File: src/rtl/core/shw_pkg.sv
// Shared constants, payload types, state encoding and coefficient table for the window core.
`default_nettype none

package shw_pkg;

  // Default geometry of the sample ring.
  localparam int unsigned SHW_FRAME_LEN = 16;
  localparam int unsigned SHW_FRAMES    = 4;

  // Window length is fixed by the coefficient table below.
  localparam int unsigned WINDOW_LEN = 64;
  localparam int unsigned KW         = $clog2(WINDOW_LEN);

  localparam int unsigned SAMPLE_W = 16;
  localparam int unsigned COEF_W   = 16;
  localparam int unsigned VALUE_W  = 31;

  // Item function codes.
  localparam logic FUNC_PUSH  = 1'b0;
  localparam logic FUNC_CLEAR = 1'b1;

  typedef struct packed {
    logic                       func;
    logic signed [SAMPLE_W-1:0] sample;
  } shw_in_t;

  typedef struct packed {
    logic signed [VALUE_W-1:0] windowed_value;
    logic                      window_last;
  } shw_out_t;

  // One read issued to the multiply pipeline.
  typedef struct packed {
    logic              vld;
    logic              last;
    logic [COEF_W-1:0] coef;
  } shw_tag_t;

  typedef enum logic [1:0] {
    ST_CLEAR,
    ST_IDLE,
    ST_EMIT
  } shw_state_e;

  // Periodic Hamming window, unsigned Q1.15, w[k] = 0.54 - 0.46*cos(2*pi*k/64).
  localparam logic [COEF_W-1:0] COEF_ROM [WINDOW_LEN] = '{
    16'd2621,  16'd2694,  16'd2911,  16'd3270,  16'd3769,  16'd4401,  16'd5162,  16'd6043,
    16'd7036,  16'd8132,  16'd9320,  16'd10589, 16'd11926, 16'd13319, 16'd14754, 16'd16217,
    16'd17695, 16'd19172, 16'd20635, 16'd22070, 16'd23463, 16'd24800, 16'd26069, 16'd27257,
    16'd28353, 16'd29347, 16'd30228, 16'd30988, 16'd31621, 16'd32119, 16'd32478, 16'd32695,
    16'd32768, 16'd32695, 16'd32478, 16'd32119, 16'd31621, 16'd30988, 16'd30228, 16'd29347,
    16'd28353, 16'd27257, 16'd26069, 16'd24800, 16'd23463, 16'd22070, 16'd20635, 16'd19172,
    16'd17695, 16'd16217, 16'd14754, 16'd13319, 16'd11926, 16'd10589, 16'd9320,  16'd8132,
    16'd7036,  16'd6043,  16'd5162,  16'd4401,  16'd3769,  16'd3270,  16'd2911,  16'd2694
  };

endpackage

`default_nettype wire

File: src/rtl/core/shw_ring.sv
// Sample ring memory: one write port, one read port with registered read data.
`default_nettype none

module shw_ring #(
  parameter int unsigned DEPTH = 64,
  parameter int unsigned AW    = 6
) (
  input  wire                                    clk_i,
  input  wire                                    we_i,
  input  wire  [AW-1:0]                          waddr_i,
  input  wire  signed [shw_pkg::SAMPLE_W-1:0]    wdata_i,
  input  wire                                    re_i,
  input  wire  [AW-1:0]                          raddr_i,
  output logic signed [shw_pkg::SAMPLE_W-1:0]    rdata_o
);

  logic signed [shw_pkg::SAMPLE_W-1:0] mem_q [DEPTH];
  logic signed [shw_pkg::SAMPLE_W-1:0] rdata_q;

  always_ff @(posedge clk_i) begin
    if (we_i) begin
      mem_q[waddr_i] <= wdata_i;
    end
  end

  always_ff @(posedge clk_i) begin
    if (re_i) begin
      rdata_q <= mem_q[raddr_i];
    end
  end

  assign rdata_o = rdata_q;

endmodule

`default_nettype wire

File: src/rtl/core/shw_mul.sv
// Shared multiply pipeline: ring sample times window coefficient, two register stages.
`default_nettype none

module shw_mul (
  input  wire                                  clk_i,
  input  wire                                  rst_ni,
  input  wire                                  adv_i,
  input  shw_pkg::shw_tag_t                    tag_i,
  input  wire  signed [shw_pkg::SAMPLE_W-1:0]  rdata_i,
  output logic                                 vld_o,
  output shw_pkg::shw_out_t                    res_o
);

  logic                              s1_vld_q;
  logic                              s1_last_q;
  logic [shw_pkg::COEF_W-1:0]        s1_coef_q;
  logic                              s2_vld_q;
  logic                              s2_last_q;
  logic signed [shw_pkg::VALUE_W-1:0] s2_prod_q;
  logic signed [shw_pkg::SAMPLE_W+shw_pkg::COEF_W:0] prod_full;

  // Coefficient is unsigned: widen with a zero before the signed multiply.
  assign prod_full = rdata_i * $signed({1'b0, s1_coef_q});

  always_ff @(posedge clk_i or negedge rst_ni) begin
    if (!rst_ni) begin
      s1_vld_q <= 1'b0;
      s2_vld_q <= 1'b0;
    end else if (adv_i) begin
      s1_vld_q <= tag_i.vld;
      s2_vld_q <= s1_vld_q;
    end
  end

  always_ff @(posedge clk_i) begin
    if (adv_i) begin
      s1_last_q <= tag_i.last;
      s1_coef_q <= tag_i.coef;
      s2_last_q <= s1_last_q;
      s2_prod_q <= prod_full[shw_pkg::VALUE_W-1:0];
    end
  end

  assign vld_o              = s2_vld_q;
  assign res_o.windowed_value = s2_prod_q;
  assign res_o.window_last  = s2_last_q;

endmodule

`default_nettype wire

File: src/rtl/core/shw_ctrl.sv
// Sequencer: ring pointers, clearing sweep, sample writes and window read issue.
`default_nettype none

module shw_ctrl #(
  parameter int unsigned FRAME_LEN = shw_pkg::SHW_FRAME_LEN,
  parameter int unsigned FRAMES    = shw_pkg::SHW_FRAMES,
  parameter int unsigned RING_LEN  = FRAME_LEN * FRAMES,
  parameter int unsigned AW        = (RING_LEN > 1) ? $clog2(RING_LEN) : 1
) (
  input  wire                                  clk_i,
  input  wire                                  rst_ni,
  input  wire                                  in_valid_i,
  input  shw_pkg::shw_in_t                     in_data_i,
  output logic                                 in_stall_o,
  input  wire                                  adv_i,
  output logic                                 we_o,
  output logic [AW-1:0]                        waddr_o,
  output logic signed [shw_pkg::SAMPLE_W-1:0]  wdata_o,
  output logic                                 re_o,
  output logic [AW-1:0]                        raddr_o,
  output shw_pkg::shw_tag_t                    tag_o
);

  localparam int unsigned FW      = (FRAME_LEN > 1) ? $clog2(FRAME_LEN) : 1;
  localparam logic [AW-1:0] WR_INIT  = AW'((FRAMES - 1) * FRAME_LEN);
  localparam logic [AW-1:0] RING_TOP = AW'(RING_LEN - 1);
  localparam logic [AW-1:0] BASE_TOP = AW'(RING_LEN - FRAME_LEN);
  localparam logic [AW-1:0] HOP      = AW'(FRAME_LEN);
  localparam logic [FW-1:0] FILL_TOP = FW'(FRAME_LEN - 1);
  localparam logic [shw_pkg::KW-1:0] K_TOP = shw_pkg::KW'(shw_pkg::WINDOW_LEN - 1);

  shw_pkg::shw_state_e state_q, state_d;
  logic [AW-1:0]          clr_ptr_q, clr_ptr_d;
  logic [AW-1:0]          wr_ptr_q, wr_ptr_d;
  logic [AW-1:0]          rd_base_q, rd_base_d;
  logic [AW-1:0]          rd_ptr_q, rd_ptr_d;
  logic [FW-1:0]          fill_q, fill_d;
  logic [shw_pkg::KW-1:0] k_q, k_d;

  always_ff @(posedge clk_i or negedge rst_ni) begin
    if (!rst_ni) begin
      state_q   <= shw_pkg::ST_CLEAR;
      clr_ptr_q <= '0;
      wr_ptr_q  <= WR_INIT;
      rd_base_q <= '0;
      rd_ptr_q  <= '0;
      fill_q    <= '0;
      k_q       <= '0;
    end else begin
      state_q   <= state_d;
      clr_ptr_q <= clr_ptr_d;
      wr_ptr_q  <= wr_ptr_d;
      rd_base_q <= rd_base_d;
      rd_ptr_q  <= rd_ptr_d;
      fill_q    <= fill_d;
      k_q       <= k_d;
    end
  end

  always_comb begin
    state_d    = state_q;
    clr_ptr_d  = clr_ptr_q;
    wr_ptr_d   = wr_ptr_q;
    rd_base_d  = rd_base_q;
    rd_ptr_d   = rd_ptr_q;
    fill_d     = fill_q;
    k_d        = k_q;
    in_stall_o = 1'b1;
    we_o       = 1'b0;
    waddr_o    = wr_ptr_q;
    wdata_o    = in_data_i.sample;
    re_o       = 1'b0;
    raddr_o    = rd_ptr_q;
    tag_o      = '0;

    case (state_q)
      shw_pkg::ST_CLEAR: begin
        // Zero one ring entry per cycle.
        we_o      = 1'b1;
        waddr_o   = clr_ptr_q;
        wdata_o   = '0;
        clr_ptr_d = clr_ptr_q + AW'(1);
        if (clr_ptr_q == RING_TOP) begin
          state_d = shw_pkg::ST_IDLE;
        end
      end

      shw_pkg::ST_IDLE: begin
        in_stall_o = 1'b0;
        if (in_valid_i) begin
          if (in_data_i.func == shw_pkg::FUNC_CLEAR) begin
            state_d   = shw_pkg::ST_CLEAR;
            clr_ptr_d = '0;
            wr_ptr_d  = WR_INIT;
            rd_base_d = '0;
            fill_d    = '0;
          end else begin
            we_o     = 1'b1;
            wr_ptr_d = (wr_ptr_q == RING_TOP) ? '0 : wr_ptr_q + AW'(1);
            if (fill_q == FILL_TOP) begin
              fill_d   = '0;
              k_d      = '0;
              rd_ptr_d = rd_base_q;
              state_d  = shw_pkg::ST_EMIT;
            end else begin
              fill_d = fill_q + FW'(1);
            end
          end
        end
      end

      shw_pkg::ST_EMIT: begin
        if (adv_i) begin
          re_o       = 1'b1;
          tag_o.vld  = 1'b1;
          tag_o.last = (k_q == K_TOP);
          tag_o.coef = shw_pkg::COEF_ROM[k_q];
          rd_ptr_d   = (rd_ptr_q == RING_TOP) ? '0 : rd_ptr_q + AW'(1);
          k_d        = k_q + shw_pkg::KW'(1);
          if (k_q == K_TOP) begin
            state_d   = shw_pkg::ST_IDLE;
            rd_base_d = (rd_base_q == BASE_TOP) ? '0 : rd_base_q + HOP;
          end
        end
      end

      default: begin
        state_d = shw_pkg::ST_CLEAR;
      end
    endcase
  end

endmodule

`default_nettype wire

File: src/rtl/core/sliding_hamming_window_core.sv
// Top level of the sliding periodic Hamming window core over a ring of overlapped frames.
//
//   Channel | Direction | Payload            | Handshake
//   --------+-----------+--------------------+------------------------------
//   in      | input     | shw_in_t  (17 bit) | in_valid_i / in_stall_o
//   out     | output    | shw_out_t (32 bit) | out_valid_o / out_stall_i
//
// A push that completes a frame starts WINDOW_LEN (64) window reads, one read of the
// ring memory port per cycle while the output is not stalled; each result passes the
// ring read register with the first multiply stage, the product register and the
// output register. No item is taken while the window reads are being issued.
// Reset and every clear item start a sweep that zeroes the ring, one entry a cycle,
// all FRAMES*FRAME_LEN entries (64 by default); no item is taken meanwhile.
// A stall on a held result freezes the read pipeline in place; results are never dropped.
`default_nettype none

module sliding_hamming_window_core #(
  parameter int unsigned FRAME_LEN = shw_pkg::SHW_FRAME_LEN,
  parameter int unsigned FRAMES    = shw_pkg::SHW_FRAMES
) (
  input  wire                 clk_i,
  input  wire                 rst_ni,
  input  wire                 in_valid_i,
  output logic                in_stall_o,
  input  shw_pkg::shw_in_t    in_data_i,
  output logic                out_valid_o,
  input  wire                 out_stall_i,
  output shw_pkg::shw_out_t   out_data_o
);

  localparam int unsigned RING_LEN = FRAME_LEN * FRAMES;
  localparam int unsigned AW       = (RING_LEN > 1) ? $clog2(RING_LEN) : 1;

  logic                                 adv;
  logic                                 ring_we;
  logic [AW-1:0]                        ring_waddr;
  logic signed [shw_pkg::SAMPLE_W-1:0]  ring_wdata;
  logic                                 ring_re;
  logic [AW-1:0]                        ring_raddr;
  logic signed [shw_pkg::SAMPLE_W-1:0]  ring_rdata;
  shw_pkg::shw_tag_t                    issue_tag;
  logic                                 mul_vld;
  shw_pkg::shw_out_t                    mul_res;
  logic                                 out_vld_q;
  shw_pkg::shw_out_t                    out_data_q;

  // Advance the whole read pipeline whenever the output register is free or drains.
  assign adv = !out_vld_q || !out_stall_i;

  shw_ctrl #(
    .FRAME_LEN (FRAME_LEN),
    .FRAMES    (FRAMES),
    .RING_LEN  (RING_LEN),
    .AW        (AW)
  ) u_ctrl (
    .clk_i      (clk_i),
    .rst_ni     (rst_ni),
    .in_valid_i (in_valid_i),
    .in_data_i  (in_data_i),
    .in_stall_o (in_stall_o),
    .adv_i      (adv),
    .we_o       (ring_we),
    .waddr_o    (ring_waddr),
    .wdata_o    (ring_wdata),
    .re_o       (ring_re),
    .raddr_o    (ring_raddr),
    .tag_o      (issue_tag)
  );

  shw_ring #(
    .DEPTH (RING_LEN),
    .AW    (AW)
  ) u_ring (
    .clk_i   (clk_i),
    .we_i    (ring_we),
    .waddr_i (ring_waddr),
    .wdata_i (ring_wdata),
    .re_i    (ring_re),
    .raddr_i (ring_raddr),
    .rdata_o (ring_rdata)
  );

  shw_mul u_mul (
    .clk_i   (clk_i),
    .rst_ni  (rst_ni),
    .adv_i   (adv),
    .tag_i   (issue_tag),
    .rdata_i (ring_rdata),
    .vld_o   (mul_vld),
    .res_o   (mul_res)
  );

  // Output register: hold while stalled, load the next product otherwise.
  always_ff @(posedge clk_i or negedge rst_ni) begin
    if (!rst_ni) begin
      out_vld_q <= 1'b0;
    end else if (adv) begin
      out_vld_q <= mul_vld;
    end
  end

  always_ff @(posedge clk_i) begin
    if (adv) begin
      out_data_q <= mul_res;
    end
  end

  assign out_valid_o = out_vld_q;
  assign out_data_o  = out_data_q;

endmodule

`default_nettype wire

File: config.mk
export PLATFORM = sky130hd
export DESIGN_NAME = sliding_hamming_window_core
export DESIGN_NICKNAME = d
export VERILOG_FILES = /design/src/rtl/core/shw_pkg.sv /design/src/rtl/core/shw_ring.sv /design/src/rtl/core/shw_mul.sv /design/src/rtl/core/shw_ctrl.sv /design/src/rtl/core/sliding_hamming_window_core.sv
export SDC_FILE = /design/constraint.sdc
export NUM_CORES = 2
export LEC_CHECK = 0
export BUFFER_PORTS_ARGS = -buffer_cell sky130_fd_sc_hd__buf_2
export CAP_MARGIN = 30
export CORE_MARGIN = 1.5
export CORE_UTILIZATION = 40
export DETAILED_ROUTE_END_ITERATION = 6
export MAX_ROUTING_LAYER = met4
export PLACE_DENSITY = 0.59
export SLEW_MARGIN = 10
export SYNTH_ARGS = -nofsm -noshare
export SYNTH_HDL_FRONTEND = slang
export SYNTH_SLANG_ARGS = --single-unit
File: constraint.sdc
create_clock -name clk_i -period 11.1 [get_ports clk_i]
set_input_delay 2.22 -clock clk_i [delete_from_list [all_inputs] [get_ports clk_i]]
set_output_delay 2.22 -clock clk_i [all_outputs]
set_load 0.01 [all_outputs]
==> run_results.csv <==
group,metric,value,unit
run_status,status,"finished, final reports clean",
timing,finClkSkew,0.0575,ns
synthesis,yosysTopAreaCell,"edfxtp_1",
synthesis,syn_inst,3279,
floorplanning,dieWidth,372,um
worst_setup_path,path_delay_family,"adder cells",
clock_tree,cts-root-buf,"clkbuf_16",
worst_setup_path,endpoint_kind,"register",
global_routing,grt_pass1_vias,29300,
clock_tree,cts_max_level,3,
global_routing,grt_max_degree,127,
worst_hold_path,min_delay_path_depth,0,
synthesis,yosysTopAreaCellShare,0.617,
synthesis,synth_edf_count,1121,
timing,relSlewSlack,0.304,
power,ir_worst_vdd,0.000257,V
global_routing,antenna_found_initial,6,
worst_setup_path,slowest_delay,0.74,ns
synthesis,yosysSeqAreaShare,0.633,
synthesis,ys_top_cells_by_count,"edfxtp_1, mux4_2, inv_1",
power,leakage,0.0210,uW
routing,ant_nets,0,
worst_setup_path,cp_num_buf_inv,6,
layout,drive_gt1_frac,0.194,
clock_tree,path_clk_slew,0.06,ns
placement,io_buffer_count,54,
worst_hold_path,min-delay-start,"u_mul.s2_prod_q[1]",
worst_setup_path,start_kind,"register",
worst_setup_path,worstPathRequired,11.64,ns
global_routing,grt_pass1_wl,192000,um
timing,fin_tns_setup,0,ns
layout,area_growth,12.1,%
synthesis,ys_ff_latch,1156,
worst_setup_path,crit_path_start,"u_mul.s1_coef_q[9]",
routing,drt-pass1-iter-count,5,
clock_tree,clk_path_buf_depth,3,
worst_setup_path,cpMaxStageDelayCell,"edfxtp_1",
placement,hpwl,78900,um
synthesis,synth.distinct_cells,74,
routing,wl_per_cell,24.2,um
synthesis,synthFlopType,"edfxtp_1",
layout,regArea,0.0346,mm^2
global_routing,grtUsageTotal,0.194,
worst_setup_path,crit_chain,"nand2_1 -> fa_1 -> fa_1 -> inv_1 -> fa_1 -> inv_1 -> fa_1 -> inv_1 -> fa_1 -> inv_1 -> fa_1 -> inv_1 -> ha_1 -> a21oi_1 -> o21ai_0 -> a21oi_1 -> a2111oi_1 -> buf_4 -> or4b_2 -> o211ai_1",
timing,min_period,6.37,ns
timing,holdWs,0.405,ns
floorplanning,boundaryPins,55,
timing,tightest_slew,1.04,ns
synthesis,syn_area,0.0545,mm^2
worst_hold_path,min_to,"out_data_o[2]",
timing,fin_ws,4.73,ns
floorplanning,rows,135,
worst_setup_path,reg2regPathDepth,20,
global_routing,grt_overflow_total,0,
layout,multi_input_area,0.0183,mm^2
clock_tree,clk_latency,0.75,ns
synthesis,yosysMostFrequentCell,"edfxtp_1",
layout,nFillCells,11700,
routing,vias_per_cell,5.49,
clock_tree,cts-hold-fix-buffers,0,
power,powerDensity,247,mW/mm^2
clock_tree,cts.sinks,1156,
timing,fin_crit_sh,0.574,
clock_tree,cts_tree,"built",
routing,routed_wl,128000,um
floorplanning,die_h,372,um
timing,max_freq,0.157,GHz
worst_setup_path,crit_type,"reg2reg",
synthesis,syn-num-nets,3620,
worst_setup_path,r2r_end,"u_mul.s2_prod_q[28]",
placement,gp_congestion,0.865,
routing,vias,29000,
synthesis,netlist_top_cells_area,"edfxtp_1, mux4_2, fa_1",
clock_tree,ctsResizeCount,0,
layout,nets,3737,
worst_setup_path,r2r_start,"u_mul.s1_coef_q[9]",
timing,drv_slew,0,
placement,pre_cts_slack,4.75,ns
routing,drc_errors,0,
routing,drt_iter0_drc,2932,
floorplanning,initial_utilization,0.403,
synthesis,synthArstFlopShare,0.0303,
run,maxCapViolCount,0,
timing,finalHoldViolCount,0,
worst_hold_path,hold_class,"reg2reg",
timing,rsz0062_at_grt,"false",
clock_tree,cts_buffers,118,
clock_tree,cts_setup_buffers,0,
floorplanning,coreArea,0.135,mm^2
worst_setup_path,arrival,6.91,ns
synthesis,ys_warn_count,0,
timing,setup_viol_count_final,0,
worst_setup_path,r2r_slack,4.73,ns
floorplanning,die-area,0.139,mm^2
worst_setup_path,critPathMaxFanout,16,
worst_setup_path,path_common_cell,"fa_1",
synthesis,avgSynthCellArea,16.6,um^2
-- worst max-delay path by stage --
stage	end	cells after the start
after floorplan	u_ctrl.raddr_o[3]	7
after global placement	u_mul.s2_prod_q[28]	21
after detailed placement	u_mul.s2_prod_q[28]	20
after CTS	u_mul.s2_prod_q[28]	20
after global routing	u_mul.s2_prod_q[28]	20
final	u_mul.s2_prod_q[28]	20
-- state kept, by name, summed over array words and instances (netlist names) --
signal and flops:
out_data_o 32, out_valid_o 1, u_ctrl.clr_ptr_q 6, u_ctrl.fill_q 4, u_ctrl.k_q 6, u_ctrl.raddr_o 6
u_ctrl.rd_base_q 2, u_ctrl.state_q 2, u_ctrl.wr_ptr_q 6, u_mul.s1_coef_q 16, u_mul.s1_last_q 1, u_mul.s1_vld_q 1
u_mul.s2_last_q 1, u_mul.s2_prod_q 31, u_mul.vld_o 1, u_ring.mem_q 1024, u_ring.rdata_o 16
-- cells by family (layout without fill, tap and decap cells) --
family                     after synthesis  after routing  share of synthesized area
buffers and inverters                  443            661                     0.0327
xor gates and xnor gates                30             30                    0.00482
DFF                                   1156           1156                      0.633
and+or+nand+nor                        664            664                     0.0584
AOI/OAI and AO/OA                      323            323                     0.0384
adders and majority gates              320            320                      0.100
muxes                                  343            343                      0.132
other                                    0              1                          0
-- through the flow --
| stage | power [uW] | std cells | instance area (um^2) | utilization |
|---|---|---|---|---|
| 4_1_cts | 15200 | 5274 | 61100 | 0.451 |
| 3_5_place_dp | 11300 | 5053 | 57300 | 0.423 |
| 2_1_floorplan | 9600 | 3279 | 54500 | - |
| 6_report | 15100 | 5279 | 61200 | 0.451 |
| 3_3_place_gp | 11200 | 5046 | 57200 | 0.422 |
| 5_1_grt | 16000 | 5278 | 61200 | 0.451 |
-- area by class of cell --
cell class                 count  area share
antenna                        1   0.0000409
clock buffer                 149      0.0507
clock inverter                72      0.0120
inverter                     274      0.0168
multi-input combinational   1680       0.299
sequential                  1156       0.565
tap                         1781      0.0364
timing repair buffer         166      0.0202
-- layer usage --
layer / GRT usage / vias up / wire (um)
met2: 0.299 / 902 / 60900
met4: 0.0457 / 0 / 2820
met5: - / - / 0
met1: 0.271 / 15300 / 56500
met3: 0.0293 / 160 / 7470
li1: - / 12600 / -
-- report_power, final --
group | internal (uW) | leakage [uW] | switching [uW]
Sequential | 5700 | 0.0109 | 284
Combinational | 1970 | 0.00827 | 3260
Clock | 2240 | 0.00184 | 1670
Total | 9900 | 0.0210 | 5220
-- worst register-to-register path: stages (launching register included) --
cell       delay [ns]
edfxtp_1         0.74
nand2_1          0.17
fa_1             0.52
fa_1             0.57
inv_1            0.06
fa_1             0.50
inv_1            0.05
fa_1             0.53
inv_1            0.05
fa_1             0.48
inv_1            0.05
fa_1             0.48
inv_1            0.05
ha_1             0.33
a21oi_1          0.19
o21ai_0          0.11
a21oi_1          0.28
a2111oi_1        0.15
buf_4            0.19
or4b_2           0.63
o211ai_1         0.11
-- cell usage in the layout, fill, tap and decap left out, drive strengths merged, types with 12 or more instances in the layout --
| cell type | Yosys | final |
|---|---|---|
| edfxtp | 1121 | 1121 |
| o21a | 12 | 12 |
| xnor2 | 21 | 21 |
| nor2 | 140 | 140 |
| clkbuf | 105 | 149 |
| and2 | 130 | 130 |
| a21oi | 88 | 88 |
| inv | 272 | 275 |
| buf | 64 | 166 |
| nand2b | 24 | 24 |
| fa | 194 | 194 |
| ha | 126 | 126 |
| clkinv | 2 | 51 |
| nand3 | 35 | 35 |
| nor3 | 22 | 22 |
| a211oi | 27 | 27 |
| o21ai | 79 | 79 |
| mux2i | 36 | 36 |
| nor2b | 30 | 30 |
| dfrtp | 33 | 33 |
| mux4 | 302 | 302 |
| nand2 | 236 | 236 |
(Power assumes the default switching activity.)
